[config.mk]
export PLATFORM = sky130hd
export DESIGN_NAME = wtsp_div
export DESIGN_NICKNAME = d
export VERILOG_FILES = /design/src/rtl/wtsp_pkg.sv /design/src/rtl/wtsp_div.sv
export SDC_FILE = /design/constraint.sdc
export NUM_CORES = 2
export LEC_CHECK = 0
export BUFFER_PORTS_ARGS = -buffer_cell sky130_fd_sc_hd__buf_4
export CAP_MARGIN = 30
export CORE_UTILIZATION = 35
export CTS_BUF_LIST = sky130_fd_sc_hd__clkbuf_4 sky130_fd_sc_hd__clkbuf_8
export CTS_CLUSTER_SIZE = 20
export DETAILED_ROUTE_END_ITERATION = 10
export HOLD_SLACK_MARGIN = 0.1
export SYNTH_ARGS = -nofsm -noshare
export SYNTH_HDL_FRONTEND = slang
export SYNTH_MEMORY_MAX_BITS = 65536
export SYNTH_SLANG_ARGS = --single-unit
[constraint.sdc]
create_clock -name aclk -period 4.1 [get_ports aclk]
set_input_delay 0 -clock aclk [delete_from_list [all_inputs] [get_ports aclk]]
set_output_delay 0 -clock aclk [all_outputs]
set_load 0.02 [all_outputs]
[src/rtl/wtsp_pkg.sv]
// Shared types, constants and saturation helpers for the world-to-screen projection block.
// Depends on nothing; imported by wtsp_div and world_to_screen_projection.
`default_nettype none

package wtsp_pkg;

    localparam int DATA_W        = 32;
    localparam int UDATA_W       = 31;
    localparam int FRAC_BITS_DEF = 16;
    // Wide enough for any sum of shifted products before saturation.
    localparam int SAT_W         = 66;
    localparam int COEF_IDX_W    = 5;
    localparam int CFG_IDX_W     = 3;
    // One input register plus one register per quotient bit.
    localparam int DIV_LAT       = DATA_W + 1;

    // Coefficient slot map.
    localparam int MV_COUNT   = 16;
    localparam int PR_COUNT   = 8;
    localparam int VP_COUNT   = 4;
    localparam int MV_IDX_W   = $clog2(MV_COUNT);
    localparam int PR_IDX_W   = $clog2(PR_COUNT);
    localparam int VP_IDX_W   = $clog2(VP_COUNT);
    localparam int SLOT_TR    = 12;
    localparam int SLOT_PR    = 16;
    localparam int SLOT_VP    = 24;
    localparam int SLOT_END   = 28;
    localparam int PR_ROW_Y   = 4;
    localparam int VP_X       = 0;
    localparam int VP_Y       = 1;
    localparam int VP_W       = 2;
    localparam int VP_H       = 3;

    localparam logic OP_LOAD    = 1'b0;
    localparam logic OP_PROJECT = 1'b1;

    typedef enum logic [CFG_IDX_W-1:0] {
        CFG_CAMERA_X     = 3'd0,
        CFG_CAMERA_Y     = 3'd1,
        CFG_CAMERA_Z     = 3'd2,
        CFG_VIEW_SCALE_X = 3'd3,
        CFG_VIEW_SCALE_Y = 3'd4,
        CFG_VIEW_HEIGHT  = 3'd5
    } cfg_idx_t;

    typedef logic signed [DATA_W-1:0] sdata_t;
    typedef logic [DATA_W-1:0]        uword_t;

    localparam sdata_t SDATA_MAX = {1'b0, {(DATA_W-1){1'b1}}};
    localparam sdata_t SDATA_MIN = {1'b1, {(DATA_W-1){1'b0}}};

    // Clamp a wide signed value into the 32-bit signed range.
    function automatic sdata_t sat32(logic signed [SAT_W-1:0] v);
        logic [SAT_W-DATA_W:0] hi;
        sdata_t                r;
        hi = v[SAT_W-1:DATA_W-1];
        if ((&hi) || !(|hi)) begin
            r = v[DATA_W-1:0];
        end else begin
            r = v[SAT_W-1] ? SDATA_MIN : SDATA_MAX;
        end
        return r;
    endfunction

    // Apply the sign to an unsigned quotient magnitude and saturate.
    function automatic sdata_t quot_sat(uword_t q, logic ovf, logic neg);
        sdata_t r;
        if (ovf || q[DATA_W-1]) begin
            r = neg ? SDATA_MIN : SDATA_MAX;
        end else begin
            r = neg ? -$signed(q) : $signed(q);
        end
        return r;
    endfunction

endpackage

`default_nettype wire

[src/rtl/wtsp_div.sv]
// Pipelined restoring divider, one quotient bit per stage, for the projection block.
// Depends on wtsp_pkg for data widths.
`default_nettype none

module wtsp_div #(
    parameter int FRAC_BITS = wtsp_pkg::FRAC_BITS_DEF
) (
    input  logic            aclk,
    input  logic            en,
    input  wtsp_pkg::uword_t num_mag,
    input  wtsp_pkg::uword_t den_mag,
    output wtsp_pkg::uword_t quo,
    output logic            ovf
);
    import wtsp_pkg::*;

    localparam int Q = DATA_W;

    // The dividend is num_mag scaled by 2^FRAC_BITS. Its bits above the quotient
    // width seed the remainder; overflow means the quotient needs more than Q bits.
    uword_t         rem_reg [Q];
    uword_t         num_reg [Q];
    uword_t         den_reg [Q];
    uword_t         quo_reg [Q+1];
    logic           ovf_reg [Q+1];

    logic [Q+1:0]   trial    [Q];
    logic           qbit     [Q];
    uword_t         rem_step [Q];

    always_comb begin
        for (int s = 0; s < Q; s++) begin
            trial[s]    = {1'b0, rem_reg[s], num_reg[s][Q-1]} - {2'b00, den_reg[s]};
            qbit[s]     = !trial[s][Q+1];
            rem_step[s] = qbit[s] ? trial[s][Q-1:0] : {rem_reg[s][Q-2:0], num_reg[s][Q-1]};
        end
    end

    always_ff @(posedge aclk) begin
        if (en) begin
            rem_reg[0] <= num_mag >> (Q - FRAC_BITS);
            num_reg[0] <= num_mag << FRAC_BITS;
            den_reg[0] <= den_mag;
            quo_reg[0] <= '0;
            ovf_reg[0] <= ((num_mag >> (Q - FRAC_BITS)) >= den_mag);
            for (int s = 0; s < Q - 1; s++) begin
                rem_reg[s+1] <= rem_step[s];
                num_reg[s+1] <= num_reg[s] << 1;
                den_reg[s+1] <= den_reg[s];
            end
            for (int s = 0; s < Q; s++) begin
                quo_reg[s+1] <= {quo_reg[s][Q-2:0], qbit[s]};
                ovf_reg[s+1] <= ovf_reg[s];
            end
        end
    end

    assign quo = quo_reg[Q];
    assign ovf = ovf_reg[Q];

endmodule

`default_nettype wire

## Word level (Yosys, flattened, before mapping)

Memories as Yosys holds them, arrays and structs flattened.
Cells that the tools add are included.

| storage, ports and cells | value |
|---|---|
| bits in registers | 0 |
| memory bits (writable) | 4,129 |
| logic and storage cells | 103 |
| memories kept | 5 |

Memories:

| name | depth | bits a word | read ports | clocked after memory_dff | wr ports | RTL line | RTL |
|---|---|---|---|---|---|---|---|
| quo_reg | 33 | 32 | 33 | 0 | 33 | wtsp_div.sv:24 | `uword_t quo_reg [Q+1];` |
| den_reg | 32 | 32 | 32 | 0 | 32 | wtsp_div.sv:23 | `uword_t den_reg [Q];` |
| rem_reg | 32 | 32 | 32 | 0 | 32 | wtsp_div.sv:21 | `uword_t rem_reg [Q];` |
| num_reg | 32 | 31 | 32 | 0 | 32 | wtsp_div.sv:22 | `uword_t num_reg [Q];` |
| ovf_reg | 33 | 1 | 33 | 0 | 33 | wtsp_div.sv:25 | `logic ovf_reg [Q+1];` |

| operators by class | value |
|---|---|
| add/sub/neg operators | 32 |
| order comparisons | 1 |
| mux-type cells | 33 |
| reduce and logical (&&, ||, !) cells | 32 |

Operators with widths:

| kind | count |
|---|---|
| $sub 33x32->34 | 32 |
| $mux 32 | 31 |
| $ge 16x32->1 | 1 |
| $logic_not 1->1 | 32 |
| $mux 1 | 2 |

## Logic depth before layout (Yosys ltp)

An unclocked memory read counts as a cell.

| depth | value |
|---|---|
| word-level depth | 3 |
| gate-level depth with buffers | 16 |
| depth with buffers taken out | 15 |

## Least setup slack after synthesis

Ideal clock, no wire load.

| timing path | value |
|---|---|
| path kind | flip-flop to flip-flop |
| from | memory num_reg[5][30] in the netlist's numbering |
| to | memory rem_reg[0][380] in the netlist's numbering, data pin |
| arrival time | 3,506 ps |
| data required time | 3,831 ps |
| setup slack | 325 ps |
| cell stages (with the launch flop) | 16 |
| cells stage by stage | edfxtp_1 > inv_1 > ha_1 > inv_1 > fa_1 > a211oi_1 > nor2_1 > o41a_1 > a31o_2 > or3_1 > and3b_1 > o41ai_2 > o21bai_1 > a311oi_1 > xor2_1 > o21ai_0 |

RTL lines:

| what | RTL line |
|---|---|
| start, declared | wtsp_div.sv:22 |
| end, declared | wtsp_div.sv:21 |

==> summary.md <==
| Metric | Value |
|---|---|
| Status | finished clean |
| Die Wd | 639 µm |
| HPWL after DPL | 214000 µm |
| Final Hold Viols | 0 |
| Die Y | 639 µm |
| Max FFs per register | 1024 |
| Setup skew after layout | 0.125 ns |
| H-tree depth | 5 |
| Setup TNS | 0 ns |
| Die ar. | 408000 µm² |
| Hold WC Path Type | reg2reg |
| Beginning of the critical path | rem_reg[0][401]$_DFFE_PP_ |
| CTS tree | done |
| Worst skew pair latency | 1.15 ns |
| Num CTS Buffers | 477 |
| Fraction of the yosys area taken by sequential cells | 0.577 |
| Synth Warn # | 0 |
| Final #Nets | 14100 |
| Yosys cell types | 95 |
| Setup slack, reg-to-reg | 0.12 ns |
| Arr. time, crit path | 4.93 ns |
| EDFF count, synth | 2729 |
| DR iter-0 viols | 4163 |
| Sink Count | 2729 |
| Worst hold stages | 0 |
| Detail Route Antenna Nets | 0 |
| Overall power | 0.124 W |
| Post-DR wirelength/cell | 15.7 µm |
| Share of layout cells above drive strength 1 | 0.130 |
| Setup crit start kind | flip-flop |
| Vias in the first global route | 92600 |
| Grt total ovfl | 0 |
| Total track usage | 0.140 |
| # rows | 233 |
| # setup viols final | 0 |
| Mapped Area | 142000 µm² |
| Syn avg cell area | 11.9 µm² |
| Critical Path Sink Type | flip-flop |
| Root Buffer | clkbuf_8 |
| Critical R2R Launch | rem_reg[0][401]$_DFFE_PP_ |
| Worst EP required | 5.05 ns |
| Largest net degree at the start of global routing | 154 |
| Max clock buf depth | 4 |
| Worst Hold Slack | 0.342 ns |
| Cell Pwr Density | 753 nW/µm² |
| Worst slew pin tran | 0.873 ns |
| Max IR drop VDD | 401 µV |
| Fin crit period | 3.98 ns |
| Post-synthesis register bit count | 2729 |
| Top FF cell, synth | edfxtp_1 |
| Setup CP Type | reg2reg |
| Largest fanout on the critical path | 22 |
| Final RePlAce weighted congestion | 0.897 |
| First-pass GRT wire length | 468000 µm |
| Remaining DRCs | 0 |
| IO Port Bufs | 98 |
| Most frequent cells in the layout | edfxtp_1, inv_1, a21oi_1, ha_1, nand2_1 |
| Max-slew violations | 0 |
| Leakage power | 66.6 nW |
| Maxcap violations | 0 |
| Io pins | 99 |
| CTS clk-pin slew, worst paths | 0.06 ns |
| DRT Pass-1 Iters | 5 |
| Initial antenna violation count | 4 |
| Post-synthesis async set-or-reset flop share | 0 |
| Vias/cell | 4.84 |
| Initial Utilization | 0.352 |
| Most common cell after layout, fill and taps aside | edfxtp_1 |
| Slew HR | 0.403 |
| Post-Synthesis Cells | 11900 |
| FMAX | 0.251 GHz |
| Period utilization | 0.971 |
| Critical path capture point | rem_reg[0][435]$_DFFE_PP_ |
| Reg2Reg Depth | 14 |
| Final Routed Wirelength | 295000 µm |
| RR Endpoint | rem_reg[0][435]$_DFFE_PP_ |
| Area growth syn-to-layout | 15.9% |
| Vias | 90900 |
| Core Area | 403000 µm² |
==> cells by family after synthesis <==
| family | share of synthesized area |
|---|---|
| simple gates | 0.0784 |
| other cells | 0.0000264 |
| mux | 0.0239 |
| compound gates | 0.139 |
| fa+ha+maj | 0.0932 |
| xor+xnor | 0.0494 |
| flops | 0.577 |
| buf+inv | 0.0389 |
==> cell usage after synthesis (20+ instances only) <==
master,number,area share
a221oi_1,23,0.0014
a211oi_1,111,0.0059
ha_1,1009,0.089
a31o_2,22,0.0014
nand4_1,79,0.0035
a31oi_1,117,0.0052
nor3_1,105,0.0037
o31ai_1,77,0.0041
o211ai_1,53,0.0028
and3_1,69,0.0030
inv_1,1213,0.032
or3_1,39,0.0017
mux2_2,271,0.021
a41oi_1,23,0.0014
o21ai_0,776,0.027
o21bai_1,100,0.0053
a21oi_1,1026,0.036
edfxtp_1,2729,0.58
and2_1,46,0.0020
clkbuf_1,158,0.0042
xor2_1,331,0.020
o21a_1,134,0.0071
fa_1,31,0.0044
nand3_1,145,0.0051
a21o_1,456,0.024
nor2b_1,118,0.0052
nand2b_1,132,0.0058
xnor2_1,470,0.029
and4_1,23,0.0014
buf_2,39,0.0014
nand2_1,791,0.021
or2_2,26,0.0011
nor2_1,783,0.021
a211o_1,35,0.0022
buf_1,20,0.00053
a21boi_0,30,0.0016
==> what timing repair did <==
item                                     CTS  global route
hold endpoints to repair                2794             0
resized for setup                         13            58
setup buffers                              2            10
endpoints found under the setup margin    35           140
pin swaps                                  3            17
gates cloned                               1             2
hold buffers                             195             0
==> through the flow <==
| stage | util | std cells | area [µm²] | setup slack (ns) |
|---|---|---|---|---|
| 3_5_place_dp | 0.379 | 17700 | 153000 | -0.243 |
| 2_1_floorplan | - | 12000 | 142000 | 0.325 |
| 3_3_place_gp | 0.379 | 17700 | 153000 | -0.349 |
| 5_1_grt | 0.408 | 18800 | 165000 | -0.0117 |
| 4_1_cts | 0.407 | 18800 | 164000 | 0.00111 |
| 6_report | 0.408 | 18800 | 165000 | 0.120 |
==> power by group <==
| part | total, W | internal (W) | switching, W |
|---|---|---|---|
| Sequential | 0.0441 | 0.0405 | 0.00358 |
| Combinational | 0.0554 | 0.0255 | 0.0299 |
| Clock | 0.0245 | 0.0132 | 0.0113 |
==> per-layer routing <==
metal	track usage	wire length (µm)	up-vias
li1	-	-	46100
met1	0.148	117000	42700
met2	0.271	155000	1380
met3	0.0190	9260	722
met4	0.0633	13600	2
met5	0	13	-
==> layout make-up <==
cell class,count,area (µm²)
fillers,38100,239000
flip-flops and latches,2729,81900
multi-input cells,7780,55100
clock buffers,617,7630
repair buffers,781,7000
well taps,5405,6760
inverters,1217,4570
clock inverters,256,1670
diodes,4,10.0
==> worst max-delay path: stages, from the launching register on <==
cell       delay (ns)
edfxtp_1         0.41
ha_1             0.34
and4_1           0.24
and4_1           0.23
o211a_1          0.13
a32o_2           0.26
o41ai_4          0.36
buf_4            0.18
o311ai_1         0.14
o2111ai_1        0.32
a21boi_1         0.13
or3_4            0.40
buf_12           0.18
a31oi_1          0.31
buf_4            0.17
==> how the worst min path moves through the flow <==
stage | slack, ns | start | endpoint
floorplan | 0.1 | den_mag[0] | den_reg[0][0]$_DFFE_PP_
global placement | 0.18 | num_mag[3] | num_reg[0][18]$_DFFE_PP_
detailed placement | 0.18 | num_mag[4] | num_reg[0][19]$_DFFE_PP_
CTS | 0.35 | quo_reg[1][165]$_DFFE_PP_ | quo_reg[1][198]$_DFFE_PP_
global route | 0.37 | quo_reg[1][165]$_DFFE_PP_ | quo_reg[1][198]$_DFFE_PP_
finish | 0.34 | quo_reg[1][165]$_DFFE_PP_ | quo_reg[1][198]$_DFFE_PP_
No activity file was read; power rests on OpenSTA's default activity.
